[src/rtl/tdca_pkg.sv]
package tdca_pkg;

    // Widths fixed by the item fields.
    localparam int TICKS_W   = 21;
    localparam int TS_W      = 48;
    localparam int RDIV_W    = 8;
    localparam int HDIV_W    = 8;
    localparam int RCNT_W    = 9;
    localparam int OUT_W     = 40;
    localparam int WIN_W     = 16;
    localparam int FB_TICK_W = 20;
    localparam int TRIG_W    = 16;
    localparam int PHASE_W   = 3;

    // Configuration port.
    localparam int CFG_ADDR_W = 5;
    localparam int CFG_DATA_W = 32;

    localparam int FRAC_BITS_DEF = 16;

    // Scaled tick product: 21-bit ticks times a 16-bit factor, doubled for low resolution.
    localparam int PROD_W    = TICKS_W + WIN_W + 1;
    // Dividend of the window modulo: four times the timestamp.
    localparam int MOD_NUM_W = TS_W + 2;
    // Divisor width shared by all divider lanes.
    localparam int DEN_W     = FB_TICK_W;

    // Second TDC type constants.
    localparam int PHASE_MOD  = 6;
    localparam int PHASE_STEP = 160;
    localparam int TYPE2_SHR  = 7;

    localparam logic signed [OUT_W-1:0] OUT_MAX = {1'b0, {(OUT_W-1){1'b1}}};
    localparam logic signed [OUT_W-1:0] OUT_MIN = {1'b1, {(OUT_W-1){1'b0}}};

    typedef enum logic [1:0] {
        PATH_DIV      = 2'd0,
        PATH_FALLBACK = 2'd1,
        PATH_TRIG     = 2'd2,
        PATH_TYPE2    = 2'd3
    } path_t;

    typedef struct packed {
        logic                req_type;
        logic [TICKS_W-1:0]  tdc_ticks;
        logic                low_res_module;
        logic                crate_info_present;
        logic [TS_W-1:0]     clock_timestamp;
        logic                divider_info_present;
        logic [RDIV_W-1:0]   ref_clock_div;
        logic [HDIV_W-1:0]   hs_div;
        logic [RCNT_W-1:0]   ref_count;
    } hit_req_t;

    typedef struct packed {
        logic signed [OUT_W-1:0] time_ns_fx;
        logic                    time_valid;
        path_t                   path_used;
    } hit_rsp_t;

    typedef struct packed {
        logic                 force_fb;
        logic [WIN_W-1:0]     fb_window;
        logic [FB_TICK_W-1:0] fb_ticks;
        logic [TRIG_W-1:0]    trig_ticks;
        logic                 trig_low;
        logic [PHASE_W-1:0]   phase;
    } cfg_t;

    // Item context carried alongside the divider lanes.
    typedef struct packed {
        logic               req_type;
        logic               crate;
        path_t              path;
        logic [WIN_W-1:0]   win;
        logic [TICKS_W-1:0] ticks;
    } side_t;

endpackage

[src/rtl/tdca_out_skid.sv]
module tdca_out_skid (
    input  logic               clk,
    input  logic               rst_n,
    input  logic               in_valid,
    output logic               in_ready,
    input  tdca_pkg::hit_rsp_t in_data,
    output logic               out_valid,
    input  logic               out_ready,
    output tdca_pkg::hit_rsp_t out_data
);
    import tdca_pkg::*;

    logic     o_v_reg;
    logic     o_v_next;
    logic     s_v_reg;
    logic     s_v_next;
    hit_rsp_t o_reg;
    hit_rsp_t o_next;
    hit_rsp_t s_reg;
    hit_rsp_t s_next;

    assign in_ready  = ~s_v_reg;
    assign out_valid = o_v_reg;
    assign out_data  = o_reg;

    always_comb
    begin
        o_v_next = o_v_reg;
        s_v_next = s_v_reg;
        o_next   = o_reg;
        s_next   = s_reg;
        if (!o_v_reg || out_ready)
        begin
            if (s_v_reg)
            begin
                o_next   = s_reg;
                o_v_next = 1'b1;
                s_v_next = 1'b0;
            end
            else
            begin
                o_next   = in_data;
                o_v_next = in_valid;
            end
        end
        else if (in_valid && !s_v_reg)
        begin
            s_next   = in_data;
            s_v_next = 1'b1;
        end
    end

    always_ff @(posedge clk or negedge rst_n)
    begin
        if (!rst_n)
        begin
            o_v_reg <= 1'b0;
            s_v_reg <= 1'b0;
        end
        else
        begin
            o_v_reg <= o_v_next;
            s_v_reg <= s_v_next;
        end
    end

    always_ff @(posedge clk)
    begin
        o_reg <= o_next;
        s_reg <= s_next;
    end

endmodule

[config.mk]
export PLATFORM = sky130hd
export DESIGN_NAME = tdca_out_skid
export DESIGN_NICKNAME = d
export VERILOG_FILES = /design/src/rtl/tdca_pkg.sv /design/src/rtl/tdca_out_skid.sv
export SDC_FILE = /design/constraint.sdc
export NUM_CORES = 1
export LEC_CHECK = 0
export BUFFER_PORTS_ARGS = -buffer_cell sky130_fd_sc_hd__buf_4
export CORE_ASPECT_RATIO = 0.7
export CORE_MARGIN = 2
export CORE_UTILIZATION = 25
export CTS_CLUSTER_DIAMETER = 150
export DETAILED_ROUTE_END_ITERATION = 7
export GPL_ROUTABILITY_DRIVEN = 0
export PLACE_DENSITY = 0.55
export SYNTH_ARGS = -nofsm -noshare
export SYNTH_HDL_FRONTEND = slang
export SYNTH_SLANG_ARGS = --single-unit
export TNS_END_PERCENT = 20
[constraint.sdc]
create_clock -name clk -period 7.75 [get_ports clk]
set_input_delay 0 -clock clk [delete_from_list [all_inputs] [get_ports clk]]
set_output_delay 0 -clock clk [all_outputs]
set_load 0.02 [all_outputs]
==> results.yml <==
worst_hold_path:
  hp-start: "in_data[0]"
  min_path_type: "in -> reg"
  whs_endpoint: "s_reg[0]"
  hold_depth: 2
clock_network:
  clk_latency_ns: 0.33
  cts_resized: 0
  cts_tree: "yes"
  clk_pin_slew_ns: 0.06
  cts_made_buffers: 9
  cts_root_buffer: "clkbuf_16"
  clockBufferDepth: 2
  clkSinkCount: 88
  htree_levels: 3
worst_setup_path:
  start_kind: "register"
  r2r-end: "s_reg[26]"
  required_ns: 7.72
  worstPathArrival_ns: 1.83
  worst_r2r_path_depth: 3
  critPathKind: "reg -> reg"
  critPathMaxFanout: 46
  endpoint_kind: "register"
  rrSetupSlack_ns: 5.89
  timing.rr.start: "s_v_reg"
sta:
  slew_headroom: 0.4806
  postLayoutSetupSlackWorst_ns: 5.888
  tightestPinTransition_ns: 0.7791
  slew_viol_final: 0
  final.setup_skew_ns: 0.002038
  fin_crit_sh: 0.2403
  setup_viol_count_final: 0
  layout_min_cycle_time_ns: 1.862
  timing.fmax_ghz: 0.5370
  hold_viol_final: 0
  setup_tns_ns: 0
  rsz0062_at_grt: "false"
layout:
  drive_above_1_share: 0.5290
  final_net_count: 335
  syn2layout_area_growth_pct: 49.15
  nFillCells: 1235
  antenna_cells: 0
  finalInstanceArea_um2: 5027
global_routing:
  grt_pass1_vias: 1786
  track_usage: 0.08774
  grt_overflow: 0
  grt_max_degree: 47
  grt_first_pass_wirelength_um: 9335
  antenna_found_initial: 0
place:
  place_ws_ns: 5.827
  hpwl_um: 3675
  dpl_cell_area_um2: 4230
  port_buffers: 91
yosys:
  ys_seq_elements: 88
  yosys-top-cells-area: "edfxtp_1 77%, mux2_4 16%, mux2_2 2.0%"
  synth_fp_nets: 189
  synth_top_cell_by_area: "edfxtp_1"
  yosysSeqAreaShare: 0.7810
  synth_area_um2: 3371
  yosysWarnings: 0
  syn_inst: 142
  ys_types: 12
  synth_top_area_frac: 0.7661
  avgSynthCellArea_um2: 23.74
route:
  routed-via-count: 1762
  first_pass_iters: 4
  routed_wl_um: 6064
  drtIter0Drc: 85
  routedWlPerCell_um: 12.69
  drc: 0
  routed_via_density: 3.686
  ant_nets: 0
floorplan:
  die_w_um: 142.8
  ioPinCount: 92
  coreArea_um2: 13180
  num_rows: 35
  start_util: 0.2557
  dieArea_um2: 14440
  die_h_um: 101.2
power:
  netSwitchingPower_uw: 254.1
  power.share.clock: 0.399
  p_per_area_nw_per_um2: 242.5
  p_int_uw: 965.0
  cellLeakagePower_uw: 0.001966
  p_sw_frac: 0.2085
  combPwrFrac: 0.131
  peakVddDrop_v: 0.0001264
  p_seq_frac: 0.470
job:
  max_cap_viol_count: 0
run_status:
  status: "completed"
-- power by group through the flow --
stage / combinational, µW / sequential [µW] / clock, µW
6_report: 160 / 573 / 486
5_1_grt: 171 / 576 / 527
4_1_cts: 163 / 574 / 505
3_5_place_dp: 145 / 583 / 0
3_3_place_gp: 143 / 583 / 0
2_1_floorplan: 56.3 / 612 / 0
-- how the worst max path moves through the flow --
stage,start,endpoint,slack [ns],cells past startpoint
finish,s_v_reg,s_reg[26],5.89,3
global route,out_valid,s_reg[27],5.75,4
CTS,s_v_reg,s_reg[25],5.82,3
detailed placement,s_v_reg,s_reg[24],5.83,3
global placement,s_v_reg,s_reg[11],5.89,3
floorplan,out_valid,s_reg[0],2.48,2
-- Yosys cell counts --
cell type and n:
edfxtp_1 86, mux2_4 37, mux2_2 6, buf_12 3
dfrtp_1 2, nor2_1 2, buf_6 1, buf_8 1
inv_1 1, nand2_1 1, nand2b_1 1, nor3b_1 1
-- timing repair --
| action | CTS | global route |
|---|---|---|
| setup buffers | 0 | 0 |
| hold endpoints to repair | 90 | 0 |
| hold buffers | 46 | 0 |
-- cells in the final DEF (no fill, tap or decap), drive strengths merged --
cell	instances
dlygate4sd3	46
nand2b	1
clkbuf	10
edfxtp	86
dfrtp	2
inv	1
nor2	2
bufinv	3
buf	94
clkinv	2
nor3b	1
mux2	43
clkinvlp	1
nand2	1
-- through the flow --
stage            util  total power, µW  std cells  hold slack, ns
6_report       0.3814             1219        478          0.3926
5_1_grt        0.3814             1274        478          0.3785
4_1_cts        0.3814             1242        478          0.3715
3_5_place_dp   0.3209            728.1        416         -0.2153
3_3_place_gp   0.3209            725.6        416         -0.2164
2_1_floorplan       -            668.1        142         -0.2956
-- logic make-up after synthesis --
kind of cell	synth area share
buf+inv	0.02672
simple gates	0.007426
flops	0.7810
mux	0.1849
-- area by class of cell --
cell class,instances,area (µm²),share of cell area
clock buffer,10,229.0,0.04555
clock inverter,6,107.6,0.02140
inverter,1,3.754,0.0007466
multi-input combinational,48,655.6,0.1304
sequential,88,2634,0.5239
tap,185,231.5,0.04604
timing repair buffer,140,1166,0.2320
-- critical path, cell delays in order (launching register included) --
cell	delay (ns)
dfrtp_2	0.38
buf_4	0.36
nor3b_2	0.23
buf_4	0.50
-- per-layer routing --
layer | vias up | wire length (µm) | global-route usage
li1 | 848 | - | -
met1 | 839 | 2841 | 0.1112
met2 | 65 | 2735 | 0.1346
met3 | 10 | 398 | 0.03830
met4 | 0 | 87 | 0.03199
met5 | - | 0 | 0
No activity file was read; power rests on OpenSTA's default activity.
