File: src/rtl/tdca_pkg.sv
package tdca_pkg;

    // Widths fixed by the item fields.
    localparam int TICKS_W   = 21;
    localparam int TS_W      = 48;
    localparam int RDIV_W    = 8;
    localparam int HDIV_W    = 8;
    localparam int RCNT_W    = 9;
    localparam int OUT_W     = 40;
    localparam int WIN_W     = 16;
    localparam int FB_TICK_W = 20;
    localparam int TRIG_W    = 16;
    localparam int PHASE_W   = 3;

    // Configuration port.
    localparam int CFG_ADDR_W = 5;
    localparam int CFG_DATA_W = 32;

    localparam int FRAC_BITS_DEF = 16;

    // Scaled tick product: 21-bit ticks times a 16-bit factor, doubled for low resolution.
    localparam int PROD_W    = TICKS_W + WIN_W + 1;
    // Dividend of the window modulo: four times the timestamp.
    localparam int MOD_NUM_W = TS_W + 2;
    // Divisor width shared by all divider lanes.
    localparam int DEN_W     = FB_TICK_W;

    // Second TDC type constants.
    localparam int PHASE_MOD  = 6;
    localparam int PHASE_STEP = 160;
    localparam int TYPE2_SHR  = 7;

    localparam logic signed [OUT_W-1:0] OUT_MAX = {1'b0, {(OUT_W-1){1'b1}}};
    localparam logic signed [OUT_W-1:0] OUT_MIN = {1'b1, {(OUT_W-1){1'b0}}};

    typedef enum logic [1:0] {
        PATH_DIV      = 2'd0,
        PATH_FALLBACK = 2'd1,
        PATH_TRIG     = 2'd2,
        PATH_TYPE2    = 2'd3
    } path_t;

    typedef struct packed {
        logic                req_type;
        logic [TICKS_W-1:0]  tdc_ticks;
        logic                low_res_module;
        logic                crate_info_present;
        logic [TS_W-1:0]     clock_timestamp;
        logic                divider_info_present;
        logic [RDIV_W-1:0]   ref_clock_div;
        logic [HDIV_W-1:0]   hs_div;
        logic [RCNT_W-1:0]   ref_count;
    } hit_req_t;

    typedef struct packed {
        logic signed [OUT_W-1:0] time_ns_fx;
        logic                    time_valid;
        path_t                   path_used;
    } hit_rsp_t;

    typedef struct packed {
        logic                 force_fb;
        logic [WIN_W-1:0]     fb_window;
        logic [FB_TICK_W-1:0] fb_ticks;
        logic [TRIG_W-1:0]    trig_ticks;
        logic                 trig_low;
        logic [PHASE_W-1:0]   phase;
    } cfg_t;

    // Item context carried alongside the divider lanes.
    typedef struct packed {
        logic               req_type;
        logic               crate;
        path_t              path;
        logic [WIN_W-1:0]   win;
        logic [TICKS_W-1:0] ticks;
    } side_t;

endpackage

File: src/rtl/tdca_cfg_regs.sv
module tdca_cfg_regs (
    input  logic                            clk,
    input  logic                            rst_n,
    input  logic                            psel,
    input  logic                            penable,
    input  logic                            pwrite,
    input  logic [tdca_pkg::CFG_ADDR_W-1:0] paddr,
    input  logic [tdca_pkg::CFG_DATA_W-1:0] pwdata,
    output logic [tdca_pkg::CFG_DATA_W-1:0] prdata,
    output logic                            pready,
    output tdca_pkg::cfg_t                  cfg
);
    import tdca_pkg::*;

    localparam logic [2:0] REG_FORCE      = 3'd0;
    localparam logic [2:0] REG_FB_WIN     = 3'd1;
    localparam logic [2:0] REG_FB_TICKS   = 3'd2;
    localparam logic [2:0] REG_TRIG_TICKS = 3'd3;
    localparam logic [2:0] REG_TRIG_LOW   = 3'd4;
    localparam logic [2:0] REG_PHASE      = 3'd5;

    cfg_t       cfg_reg;
    cfg_t       cfg_next;
    logic       wr_en;
    logic [2:0] idx;

    assign wr_en  = psel & penable & pwrite;
    assign idx    = paddr[CFG_ADDR_W-1:2];
    assign pready = 1'b1;
    assign cfg    = cfg_reg;

    always_comb
    begin
        cfg_next = cfg_reg;
        if (wr_en)
        begin
            case (idx)
                REG_FORCE:      cfg_next.force_fb   = pwdata[0];
                REG_FB_WIN:     cfg_next.fb_window  = pwdata[WIN_W-1:0];
                REG_FB_TICKS:   cfg_next.fb_ticks   = pwdata[FB_TICK_W-1:0];
                REG_TRIG_TICKS: cfg_next.trig_ticks = pwdata[TRIG_W-1:0];
                REG_TRIG_LOW:   cfg_next.trig_low   = pwdata[0];
                REG_PHASE:      cfg_next.phase      = pwdata[PHASE_W-1:0];
                default:        cfg_next = cfg_reg;
            endcase
        end
    end

    always_ff @(posedge clk or negedge rst_n)
    begin
        if (!rst_n)
        begin
            cfg_reg.force_fb   <= 1'b0;
            cfg_reg.fb_window  <= WIN_W'(1);
            cfg_reg.fb_ticks   <= FB_TICK_W'(1);
            cfg_reg.trig_ticks <= '0;
            cfg_reg.trig_low   <= 1'b0;
            cfg_reg.phase      <= '0;
        end
        else
        begin
            cfg_reg <= cfg_next;
        end
    end

    always_comb
    begin
        case (idx)
            REG_FORCE:      prdata = CFG_DATA_W'(cfg_reg.force_fb);
            REG_FB_WIN:     prdata = CFG_DATA_W'(cfg_reg.fb_window);
            REG_FB_TICKS:   prdata = CFG_DATA_W'(cfg_reg.fb_ticks);
            REG_TRIG_TICKS: prdata = CFG_DATA_W'(cfg_reg.trig_ticks);
            REG_TRIG_LOW:   prdata = CFG_DATA_W'(cfg_reg.trig_low);
            REG_PHASE:      prdata = CFG_DATA_W'(cfg_reg.phase);
            default:        prdata = '0;
        endcase
    end

endmodule

File: config.mk
export PLATFORM = sky130hd
export DESIGN_NAME = tdca_cfg_regs
export DESIGN_NICKNAME = d
export VERILOG_FILES = /design/src/rtl/tdca_pkg.sv /design/src/rtl/tdca_cfg_regs.sv
export SDC_FILE = /design/constraint.sdc
export NUM_CORES = 1
export LEC_CHECK = 0
export BUFFER_PORTS_ARGS = -buffer_cell sky130_fd_sc_hd__buf_2
export CAP_MARGIN = 0
export CORE_AREA = 2 2 97 99
export CTS_BUF_LIST = sky130_fd_sc_hd__clkbuf_4 sky130_fd_sc_hd__clkbuf_8 sky130_fd_sc_hd__clkbuf_16
export DETAILED_ROUTE_END_ITERATION = 10
export DIE_AREA = 0 0 99 101
export SLEW_MARGIN = 5
export SYNTH_ARGS = -nofsm -noshare
export SYNTH_HDL_FRONTEND = slang
export SYNTH_SLANG_ARGS = --single-unit
File: constraint.sdc
create_clock -name clk -period 3.4 [get_ports clk]
set_input_delay 0.51 -clock clk [delete_from_list [all_inputs] [get_ports clk]]
set_output_delay 0.51 -clock clk [all_outputs]
set_load 0.01 [all_outputs]
==> metrics.md <==
| Metric | Value |
|---|---|
| Final period util | 71.60% |
| Post-synth top area share | 49.50% |
| Switch Pwr | 0.6169 mW |
| DIE WIDTH | 99 µm |
| Gr usage total | 14.88% |
| Yosys reg bits | 57 |
| Final slew viol count | 0 |
| Switching Share | 31.21% |
| Maximum VDD drop | 0.0002947 V |
| Gate power share | 26.2% |
| Kind of critical path | in2out |
| Ys async rst share | 100.0% |
| Worst Tran Pin Value | 0.6606 ns |
| Internal cell power | 1.360 mW |
| Critical path capture point type | primary output |
| First-pass GRT wire length | 11,360 µm |
| Crit path to | prdata[10] |
| Share of cells above drive strength 1 | 63.16% |
| Mean routed wirelength per cell | 16.49 µm |
| Post-DR vias/cell | 4.811 |
| Clock-pin slew on the worst setup and hold paths | 0.06 ns |
| Root Buffer | clkbuf_8 |
| Worst Skew | 0 ns |
| Crit path from | paddr[2] |
| Seq/Total Area, Yosys | 51.40% |
| Slew Limit Headroom | 55.96% |
| Reg2Reg Depth | 1 |
| Core Region | 8977 µm² |
| DRC Markers | 0 |
| Top cells by area, synth | dfrtp_1 (50%), mux2_2 (29%), buf_4 (4.1%) |
| Leading area contributor after synthesis | dfrtp_1 |
| Max_cap viols | 0 |
| Power density cells | 559.3 nW/µm² |
| CTS max path bufs | 2 |
| Net count, final | 360 |
| Worst hold path class | in2async |
| Clock sink count | 57 |
| Synth cell count leaders | mux2_2 (72), dfrtp_1 (55), nor2_1 (16) |
| Clock Latency Late Sink | 0.32 ns |
| CTS tree | done |
| Number of buffers added on ports | 104 |
| Worst R2R End | cfg[32]$_DFFE_PN0P_ |
| Number of synthesized flops with an enable pin | 0 |
| Fill count | 901 |
| Clock power frac | 27.7% |
| Worst Path Required | 2.89 ns |
| DR vias | 2,088 |
| Max Fclk | 410.8 MHz |
| Area of the die | 9999 µm² |
| Status | completed |
| I/O Pins | 132 |
| Post-CTS Setup Inserts | 0 |
| # resized after CTS | 0 |
| Min Tclk post-route | 2.434 ns |
| Final setup fails | 0 |
| Synth unique cells | 28 |
| GP Congestion | 0.6726 |
| RSZ-0062 raised after global routing | no |
| H-tree level count | 3 |
| Number of global-route vias before repair | 2,132 |
| Max reg flops | 57 |
| Hold_buf cts | 0 |
| Syn Inst Count | 212 |
| Initial core utilization | 30.97% |
| Setup TNS | 0 ns |
| Antenna violations before repair | 0 |
| Pleak | 1.824 nW |
| Post-Syn Area | 2780 µm² |
| Post-route ant nets | 0 |
| CTS Buf Count | 9 |
| Sequential Power Share | 46.1% |
| Crit Path Max Fanout | 25 |
| Syn_area_per_cell | 13.11 µm² |
| Worst r2r src | cfg[32]$_DFFE_PN0P_ |
| HPWL after detailed placement | 4918 µm |
| FP Rows | 35 |
| Die Height | 101 µm |
| FF-to-FF setup slack | 2.61 ns |
| TritonRoute pass-1 iters | 4 |
| Synth Warn # | 0 |
| Initial DRC count | 58 |
| Synth Flop Type | dfrtp_1 |
| Final wirelength | 7157 µm |
| Layout Utilization | 39.37% |
| Global route overflow | 0 |
| N_diodes | 0 |
| Crit path arrival time | 1.92 ns |
| Final Hold Viols | 0 |
| Largest net degree at the start of global routing | 30 |
| Setup crit start kind | input port |
| Most frequent cell after synthesis | mux2_2 |
| Hold slack | 0.2093 ns |
| Layout area overhead | 27.14% |
kinds of logic after synthesis:
| logic type | Yosys count | synth area share (%) |
|---|---|---|
| buffers and inverters | 26 | 6.031 |
| muxes | 75 | 30.24 |
| other | 2 | 0.2701 |
| AOI/OAI and AO/OA | 20 | 5.176 |
| and+or+nand+nor | 32 | 6.886 |
| DFF | 57 | 51.40 |
cells in the final DEF (no fill, tap or decap), types with 2 or more instances in the layout:
cell type,n
a21oi_1,2
clkbuf_8,10
nor2_1,16
and2_1,4
mux2i_1,3
a22oi_1,13
a22o_1,2
buf_4,6
conb_1,13
nand3b_1,2
dfrtp_1,55
dfstp_2,2
buf_2,104
o21ai_0,2
mux2_2,72
clkinv_2,5
through the flow:
step | cells | cell area (µm²) | power [mW] | setup WS (ns)
final | 434 | 3535 | 1.977 | 0.9657
after global routing | 434 | 3535 | 2.112 | 0.8176
after CTS | 434 | 3535 | 2.016 | 0.9357
after detailed placement | 418 | 3363 | 1.450 | 0.8912
after global placement | 418 | 3363 | 1.433 | 0.9442
after floorplan | 223 | 2821 | 1.215 | 1.384
how the worst min path moves through the flow:
stage                                      to  depth (start not counted)  slack, ns           startpoint
after global placement    cfg[39]$_DFFE_PN0P_                          1       0.50  cfg[39]$_DFFE_PN0P_
after global routing      cfg[49]$_DFFE_PN0P_                          1       0.23                rst_n
final                     cfg[13]$_DFFE_PN0P_                          1       0.21                rst_n
after CTS                 cfg[29]$_DFFE_PN0P_                          1       0.21                rst_n
after detailed placement  cfg[16]$_DFFE_PN0P_                          1       0.51  cfg[16]$_DFFE_PN0P_
after floorplan            cfg[0]$_DFFE_PN0P_                          0       0.21                rst_n
power groups by stage:
stage / Clock (mW) / Combinational, mW / Sequential (mW)
floorplan: 0 / 0.241 / 0.974
finish: 0.548 / 0.518 / 0.911
global placement: 0 / 0.518 / 0.915
CTS: 0.576 / 0.528 / 0.912
global route: 0.610 / 0.570 / 0.932
detailed placement: 0 / 0.527 / 0.923
critical path, cell delays in order:
cell	delay, ns
buf_2	0.49
nor2b_4	0.28
buf_4	0.25
a22oi_1	0.11
nor2_1	0.13
buf_2	0.15
area by class of cell:
cell class	count	area, µm²	area share (%)
clock buffer	10	137.6	3.894
clock inverter	6	33.78	0.9558
multi-input combinational	140	1230	34.80
sequential	57	1429	40.42
tap	111	138.9	3.929
timing repair buffer	110	565.5	16.00
per-layer routing:
layer / up-vias / global-route usage [%] / part of all wire, %
met4: 0 / 4.110 / 0.88
li1: 946 / - / -
met3: 8 / 5.825 / 8.0
met2: 90 / 22.09 / 46
met1: 1044 / 20.26 / 45
met5: - / 0 / 0
Power figures use the tool's default switching activity.
